==> src/rtl/fpd_pkg.sv <==
`timescale 1ns / 1ps
// ----------------------------------------------------------------------------
// Fuzzy PD controller package
// Shared widths, codes and types of the fuzzy PD controller.
// ----------------------------------------------------------------------------
package fpd_pkg;

   localparam int NUM_SETS        = 5;
   localparam int RULE_COUNT      = NUM_SETS * NUM_SETS;
   localparam int DATA_W          = 16;
   localparam int CSR_W           = 15;
   localparam int CSR_IDX_W       = 2;
   localparam int SPAN_W          = 15;
   localparam int MU_W            = 16;
   localparam int SEG_W           = 2;
   localparam int IDX_W           = 5;
   localparam int DIV_STEPS       = 16;
   localparam int NUM_BANKS       = 4;
   localparam int BANK_DEPTH      = 9;
   localparam int BANK_AW         = $clog2(BANK_DEPTH);
   localparam int QUEUE_DEPTH_DEF = 4;

   localparam logic [MU_W-1:0] MU_FULL = 16'h8000;

   localparam logic OPC_EVAL  = 1'b0;
   localparam logic OPC_WRITE = 1'b1;

   localparam logic [CSR_IDX_W-1:0] CSR_ERR_SMALL  = 2'd0;
   localparam logic [CSR_IDX_W-1:0] CSR_ERR_BIG    = 2'd1;
   localparam logic [CSR_IDX_W-1:0] CSR_DERR_SMALL = 2'd2;
   localparam logic [CSR_IDX_W-1:0] CSR_DERR_BIG   = 2'd3;

   localparam logic [CSR_W-1:0] ERR_SMALL_RST = 15'd256;
   localparam logic [CSR_W-1:0] ERR_BIG_RST   = 15'd512;

   typedef struct packed {
      logic [CSR_W-1:0] err_small;
      logic [CSR_W-1:0] err_big;
      logic [CSR_W-1:0] derr_small;
      logic [CSR_W-1:0] derr_big;
   } fpd_csr_type;

   typedef struct packed {
      logic [SEG_W-1:0]  seg;
      logic [SPAN_W-1:0] off;
      logic [SPAN_W-1:0] span;
   } fpd_axis_type;

   typedef struct packed {
      logic                     opcode;
      logic [IDX_W-1:0]         rule_index;
      logic signed [DATA_W-1:0] rule_level;
      fpd_axis_type             err;
      fpd_axis_type             rate;
   } fpd_item_type;

   typedef struct packed {
      logic full;
      logic empty;
   } fpd_qstat_type;

endpackage

==> src/rtl/fpd_queue.sv <==
`timescale 1ns / 1ps
// ----------------------------------------------------------------------------
// Fuzzy PD request queue
// Short FIFO between the front end and the back end.
// ----------------------------------------------------------------------------
module fpd_queue import fpd_pkg::*; #(
   parameter int DEPTH = QUEUE_DEPTH_DEF
) (
   input  logic          clock,
   input  logic          reset,
   input  logic          push,
   input  fpd_item_type  push_item,
   input  logic          pop,
   output fpd_item_type  head_item,
   output fpd_qstat_type qstat
);

   localparam int AW = (DEPTH > 1) ? $clog2(DEPTH) : 1;
   localparam int CW = $clog2(DEPTH + 1);

   fpd_item_type    mem_ff [0:DEPTH-1];
   logic [AW-1:0]   wr_ptr_ff;
   logic [AW-1:0]   wr_ptr_in;
   logic [AW-1:0]   rd_ptr_ff;
   logic [AW-1:0]   rd_ptr_in;
   logic [CW-1:0]   count_ff;
   logic [CW-1:0]   count_in;

   always_comb begin
      wr_ptr_in = wr_ptr_ff;
      rd_ptr_in = rd_ptr_ff;
      count_in  = count_ff;
      if (push) begin
         wr_ptr_in = (wr_ptr_ff == AW'(DEPTH - 1)) ? '0 : wr_ptr_ff + AW'(1);
      end
      if (pop) begin
         rd_ptr_in = (rd_ptr_ff == AW'(DEPTH - 1)) ? '0 : rd_ptr_ff + AW'(1);
      end
      if (push && !pop) begin
         count_in = count_ff + CW'(1);
      end else if (pop && !push) begin
         count_in = count_ff - CW'(1);
      end
   end

   always_ff @(posedge clock) begin
      if (reset) begin
         wr_ptr_ff <= '0;
         rd_ptr_ff <= '0;
         count_ff  <= '0;
      end else begin
         wr_ptr_ff <= wr_ptr_in;
         rd_ptr_ff <= rd_ptr_in;
         count_ff  <= count_in;
      end
   end

   always_ff @(posedge clock) begin
      if (push) begin
         mem_ff[wr_ptr_ff] <= push_item;
      end
   end

   assign head_item   = mem_ff[rd_ptr_ff];
   assign qstat.full  = (count_ff == CW'(DEPTH));
   assign qstat.empty = (count_ff == '0);

endmodule

==> config.mk <==
export PLATFORM = sky130hd
export DESIGN_NAME = fpd_queue
export DESIGN_NICKNAME = d
export VERILOG_FILES = /design/src/rtl/fpd_pkg.sv /design/src/rtl/fpd_queue.sv
export SDC_FILE = /design/constraint.sdc
export NUM_CORES = 1
export LEC_CHECK = 0
export ABC_AREA = 0
export BUFFER_PORTS_ARGS = -buffer_cell sky130_fd_sc_hd__buf_2
export CORE_ASPECT_RATIO = 1.25
export CORE_MARGIN = 2
export CORE_UTILIZATION = 45
export CTS_CLUSTER_DIAMETER = 30
export CTS_CLUSTER_SIZE = 25
export DETAILED_ROUTE_END_ITERATION = 6
export GPL_TIMING_DRIVEN = 0
export SETUP_SLACK_MARGIN = 0.02
export SYNTH_ARGS = -nofsm -noshare
export SYNTH_HDL_FRONTEND = slang
export SYNTH_SLANG_ARGS = --single-unit
==> constraint.sdc <==
create_clock -name clock -period 4.2 [get_ports clock]
set_clock_uncertainty 0.2 [all_clocks]
set_input_delay 0.21 -clock clock [delete_from_list [all_inputs] [get_ports clock]]
set_output_delay 0.21 -clock clock [all_outputs]
set_load 0.1 [all_outputs]
# Yosys cells after proc, flatten, opt, wreduce, memory -nomap -nowiden
# Memories as Yosys holds them, arrays and structs flattened. A register that Yosys moved wholly into a read port is not among the register bits.
# Cells that the tools add are included.
# Widths: inputs -> output; s select.
# classes
n_addsub	4
eq_ne	3
muxes	8
reduce_logical	6
# op_table
operator	n
$mux 2	4
$mux 3	2
$add 2x1->2 const B	2
$eq 2x2->1 const B	2
$add 3x1->3 const B	1
$eq 3x3->1 const B	1
$logic_not 3->1	1
$sub 3x1->3 const B	1
$logic_and 1x1->1	2
$logic_not 1->1	2
$mux 1	2
$reduce_bool 2->1	1
# totals
register_bits	7
mem_bits_rw	344
inputBits	90
out_inout_bits	88
n_memories	1
# memory_table
name	depth	width	rd	rd_ports_with_merged_regs	wr	line	rtl
mem_ff	4	86	1	1	1	fpd_queue.sv:21	fpd_item_type mem_ff [0:DEPTH-1];

# Longest topological paths before layout
# Gate-level depths: netlist of run 1.
# logic_depth
ltp_word	4
ltp_mapped	7

# Least setup slack after synthesis of run 1
# OpenSTA, ideal clock, no wires.
# synth_timing
path_type	register to register
start	reg wr_ptr_ff[0]
end	mem mem_ff[3][0] (netlist name) (enable)
setup_ns	0.454
arrival_ns	2.545
required_ns	3.546
slack_ns	1.002
stages_incl_launch_ff	3
path_buffers	0
synth_period_minus_slack_ns	3.198
path_cell_list	dfxtp_1 -> ha_1 -> and2_1
# synth_lines
element	line	rtl
start: declaration	fpd_queue.sv:22	logic [AW-1:0] wr_ptr_ff;
start signal: assignment	fpd_queue.sv:52	wr_ptr_ff <= wr_ptr_in;
end: declaration	fpd_queue.sv:21	
# Straight into the memory's write port.

==> results of run 1 <==
[report_power, final]
group	total (mW)	switching [mW]	internal, mW
sequential	4.08	0.0385	4.04
clock	4.36	1.62	2.75
combinational	1.53	1.17	0.365
[kinds of logic after synthesis]
| family | count (synthesis) |
|---|---|
| compound gates | 3 |
| xor+xnor | 2 |
| flops | 353 |
| simple gates | 15 |
| mux | 90 |
| fa+ha+maj | 7 |
| buf+inv | 24 |
[routing by layer]
| metal | vias to the layer above | GRT usage, % |
|---|---|---|
| met5 | - | 0 |
| met1 | 3264 | 19.63 |
| met4 | 0 | 6.493 |
| met2 | 171 | 29.08 |
| met3 | 48 | 4.068 |
| li1 | 2808 | - |
[state kept, by name (all words and copies together) (netlist names), named ones only]
name / cells
mem_ff: 344
rd_ptr_ff: 2
count_ff: 3
wr_ptr_ff: 2
[cell type report]
type,instances,area (um^2)
plain buffers,20,176.4
clock buffers,60,1395
clock inverters,40,422.9
fillers,2044,11270
inverters,4,15.01
multi-input cells,117,2192
flip-flops and latches,353,10510
well taps,355,444.2
repair buffers,270,1887
[critical path: stages, from the launching register on]
cell and delay, ps:
dfxtp_1 300, buf_2 170, buf_2 290, buf_2 340
mux4_2 270, buf_2 420
[cells in the final DEF (no fill, tap or decap)]
cell type / netlist / layout
mux2i_1: 4 / 4
mux4_2: 86 / 86
clkbuf_16: 0 / 55
and2_4: 0 / 4
clkinv_4: 0 / 10
o21ai_0: 1 / 1
edfxtp_1: 344 / 344
clkinv_1: 0 / 3
clkinv_2: 0 / 4
nor2_1: 7 / 7
a21oi_1: 2 / 2
bufinv_16: 0 / 5
xor2_1: 2 / 2
clkbuf_1: 4 / 9
buf_6: 1 / 1
fa_1: 1 / 1
or3_1: 1 / 1
clkinvlp_4: 0 / 7
ha_1: 6 / 6
buf_2: 10 / 187
dfxtp_1: 9 / 9
inv_1: 4 / 4
nor3_1: 1 / 1
buf_16: 0 / 4
buf_12: 5 / 5
inv_6: 0 / 5
inv_8: 0 / 4
nor3b_1: 2 / 2
inv_4: 0 / 2
dlygate4sd3_1: 0 / 89
[metrics by stage]
| stage | cells | total power [mW] | setup slack [ps] |
|---|---|---|---|
| CTS | 1219 | 10.08 | 1338 |
| global placement | 1026 | 5.608 | -596.2 |
| global route | 1219 | 10.30 | 1292 |
| floorplan | 494 | 5.343 | 1002 |
| finish | 1219 | 9.973 | 1426 |
| detailed placement | 1030 | 5.633 | 1950 |
[how the worst min path moves through the flow]
stage / from / endpoint / slack (ps) / depth (start not counted)
floorplan: reset / count_ff[2]$_SDFFE_PP0P_ / 80 / 1
global placement: push_item[16] / mem_ff[0][16]$_DFFE_PP_ / 220 / 1
detailed placement: push_item[51] / mem_ff[0][51]$_DFFE_PP_ / 230 / 1
CTS: push_item[23] / mem_ff[0][23]$_DFFE_PP_ / 170 / 2
global route: push_item[40] / mem_ff[3][40]$_DFFE_PP_ / 180 / 2
finish: push_item[69] / mem_ff[2][69]$_DFFE_PP_ / 210 / 2
==> out/metrics.csv, run 1 <==
metric,value,unit
"Primary FF master, synth",edfxtp_1,
mapped cell area,0.01288,mm^2
PwrDens,585.2,mW/mm^2
top cell type's share of synthesized area,80.18,%
Core ar.,0.02832,mm^2
Achievable Freq,0.3606,GHz
final cycle utilization of the critical path,66.04,%
post-synth top area cell,edfxtp_1,
register area share after synthesis,81.58,%
port bufs,177,
post-synthesis xor/xnor area fraction,0.1360,%
I/O pin cnt,178,
fin crit period,2774,ps
complex-gate fraction of the synthesized area,0.1165,%
Die ar.,0.03001,mm^2
Slew @ Worst Pin,845.6,ps
GPL Wtd Cong,0.6786,
"Avg Cell Area, Syn",26.08,um^2
met2 WL post-DR,12.91,mm
reg2reg setup slack,2040,ps
kind of critical path,flip-flop to primary output,
Die H,193.2,um
Fin. Hold Viols,0,
Post-CTS Resized,0,
Post-synth EDFFs,344,
worst min-delay path category,input port to flip-flop,
post-route setup TNS,0,ps
Overflow after GRT,0,
Worst slew margin,43.63,%
Syn Inst Count,494,
Crit Path Max Fanout,10,
crit path DAT,2360,ps
DR pass1 iterations,4,
placed cell area,0.01433,mm^2
peak supply drop,0.4587,mV
Syn-to-layout area delta,32.28,%
share of cells above drive strength 1,43.87,%
simple-gate area share of the yosys netlist,0.6021,%
Site Rows,69,
worst r2r dst,mem_ff[0][29]$_DFFE_PP_,
total CTS buffers,53,
DP HPWL,14.07,mm
status,finished clean,
Startpoint Class,flip-flop,
drt initial violations,246,
nets,916,
vias in the first global route,6926,
leakage power,5.939,nW
WL final,24.47,mm
Synth Area in Adders,0.7381,%
Setup crit end,head_item[32],
effective utilization at floorplan,45.50,%
CTS sink count,353,
met1 wire length,9.752,mm
main combinational cell family by area after synthesis,multiplexers,
crit end category,primary output,
largest net degree at the start of global routing,50,
hold slack,210.3,ps
leading cell types by count after synthesis,"edfxtp_1 (344), mux4_2 (86), buf_2 (10)",
Total GRT Usage,16.49,%
wire length per cell,20.07,um
Die Width,155.3,um
r2r worst-path depth,4,
RSZ-0062 raised after global routing,false,
# diodes,0,
mux contribution to synthesized area,15.34,%
first-pass GRT wire length,37.58,mm
"Slew Viols, Final",0,
Setup Viol. Count Final,0,
syn_nets,591,
Clock Latency Late Sink,550,ps
Root Buffer,clkbuf_16,
Max-Cap Viols,0,
Area contributors post-synth,"edfxtp_1 (80%), mux4_2 (15%), dfxtp_1 (1.4%), buf_12 (0.78%), ha_1 (0.58%)",
via count,6291,
Vias/cell,5.161,
Max clock buf depth,3,
hold-fix buffer count after cts,89,
top-count cell post-synth,edfxtp_1,
Critical R2R Launch,wr_ptr_ff[0]$_SDFFE_PP0P_,
post-route ant nets,0,
CP Data Required Time,3790,ps
ys async rst share,0,%
Synth cell types,19,
Post-CTS Setup Bufs,0,
H-tree levels,2,
Final Util,60.18,%
initial antenna violation count,0,
met3 wire length,1.155,mm
uppermost layer routed,met4,
CTS tree,done,
register bit total from synthesis,353,
Yosys warning total,0,
final instance area,0.01704,mm^2
Clock transition at path regs,60,ps
Remaining DRCs,0,
Note: power is estimated with default switching activity, not from simulation.
==> run 2, diff against run 1 <==
- PLACE_DENSITY: default -> 0.67
- clock period: 4.2 -> 2.5 ns (I/O delays scaled with it)
==> out/metrics.csv, run 2 (same netlist as run 1, synthesis figures left out) <==
metric,value,unit
GPL Wtd Cong,0.6975,
RSZ-0062 raised after global routing,true,
WP depth,4,
Root Buffer,clkbuf_16,
kind of cell adding the most delay to the critical path,buffers and inverters,
# diodes,0,
crit-path cells,"buf_6, buf_4, mux4_2, clkbuf_4",
switching pwr,4.561,mW
post-route ant nets,0,
WHS Path Cells,2,
DP HPWL,14.45,mm
kind of critical path,flip-flop to primary output,
final cycle utilization of the critical path,96.63,%
hold slack,145.1,ps
Syn-to-layout area delta,32.97,%
worst min-delay path category,input port to flip-flop,
Slowest Stage Delay on Critical Path,560,ps
leakage power,5.975,nW
Slew @ Worst Pin,614.1,ps
vias in the first global route,6940,
Worst Path Buf+Inv,3,
Site Rows,69,
CP Data Required Time,2170,ps
first-pass GRT wire length,37.60,mm
Vias/cell,5.149,
crit end category,primary output,
CTS tree,done,
Crit-path slowest cell,mux4_2,
wire length per cell,20.31,um
I/O pin cnt,178,
"Slew Viols, Final",0,
Top reg by flops,mem_ff,
Fin. Hold Viols,0,
DR pass1 iterations,4,
initial antenna violation count,0,
Crit Path Max Fanout,10,
sequential share of power,41.7,%
nets,913,
"most common cell after layout, fill and taps aside",edfxtp_1,
most frequent cells in the layout,"edfxtp_1 (344), buf_2 (122), dlygate4sd3_1 (90)",
CTS sink count,353,
Logic pwr share,16.3,%
Die H,193.2,um
Achievable Freq,0.4139,GHz
Total GRT Usage,16.51,%
Clock Latency Late Sink,530,ps
drt initial violations,265,
# fillers,1958,
Remaining DRCs,0,
Max clock buf depth,3,
Post-CTS Setup Bufs,0,
Max-Cap Viols,0,
fin crit period,2416,ps
total CTS buffers,49,
Die Width,155.3,um
Core ar.,0.02832,mm^2
max FFs per register,344,
placed cell count,1030,
Die ar.,0.03001,mm^2
peak supply drop,0.6526,mV
H-tree levels,2,
Clock transition at path regs,50,ps
Setup Viol. Count Final,0,
Top Registers,"mem_ff: 344 flops, count_ff: 3 flops",
final cell count without fillers,1212,
WL final,24.61,mm
Sw Share,27.72,%
share of cells above drive strength 1,43.87,%
via count,6241,
crit path DAT,2090,ps
clock power share,42.0,%
P_int,11.89,mW
port bufs,177,
Overflow after GRT,0,
PwrDens,960.2,mW/mm^2
status,finished clean,
effective utilization at floorplan,45.50,%
r2r worst-path depth,3,
largest net degree at the start of global routing,57,
Worst slew margin,59.06,%
Startpoint Class,flip-flop,
==> run 2: area by class of cell <==
class	count	area, um^2	area share (%)
flip-flops and latches	353	10510	61.35
multi-input cells	117	2202	12.85
repair buffers	271	2059	12.02
clock buffers	55	1291	7.537
well taps	355	444.2	2.593
clock inverters	37	405.4	2.366
plain buffers	20	203.9	1.190
inverters	4	15.01	0.08764
==> run 2: path summary, 6_finish.rpt <==
check / from / to / slack, ps
worst max-delay path: flip-flop / head_item[13] / 80
worst min register to register: count_ff[2]$_SDFFE_PP0P_ / count_ff[2]$_SDFFE_PP0P_ / 320
worst max register to register: wr_ptr_ff[0]$_SDFFE_PP0P_ / mem_ff[3][55]$_DFFE_PP_ / 400
worst min-delay path: push_item[22] / mem_ff[0][22]$_DFFE_PP_ / 150
==> run 2: per-layer routing <==
layer	GRT usage, %	wire, um
met1	18.90	9314
met2	30.21	13430
met3	4.314	1331
met4	5.575	538
met5	0	0
==> run 2: repair_timing <==
action | CTS | global route
endpoints found under the hold margin | 353 | 0
resized for setup | 51 | 28
endpoints found under the setup margin | 80 | 35
gates cloned | 0 | 0
pin swaps | 0 | 0
hold buffers | 90 | 0
==> run 2: power by group through the flow <==
stage          Clock (mW)  Combinational (mW)  Sequential (mW)
2_1_floorplan           0                2.01             6.96
3_3_place_gp            0                2.43             6.97
3_5_place_dp            0                2.49             6.98
4_1_cts              7.05                2.68             6.86
5_1_grt              7.32                2.78             6.87
6_report             6.92                2.68             6.85
==> run 2: stage by stage <==
stage	setup WS (ps)	setup TNS, ps	cell area (um^2)	power, mW	utilization [%]
2_1_floorplan	242.3	0	12900	8.970	-
3_3_place_gp	-528.3	-176490	14230	9.394	50.25
3_5_place_dp	353.2	0	14340	9.468	50.65
4_1_cts	-87.53	-1376	17060	16.58	60.26
5_1_grt	5.954	0	17130	16.97	60.50
6_report	84.24	0	17130	16.45	60.50
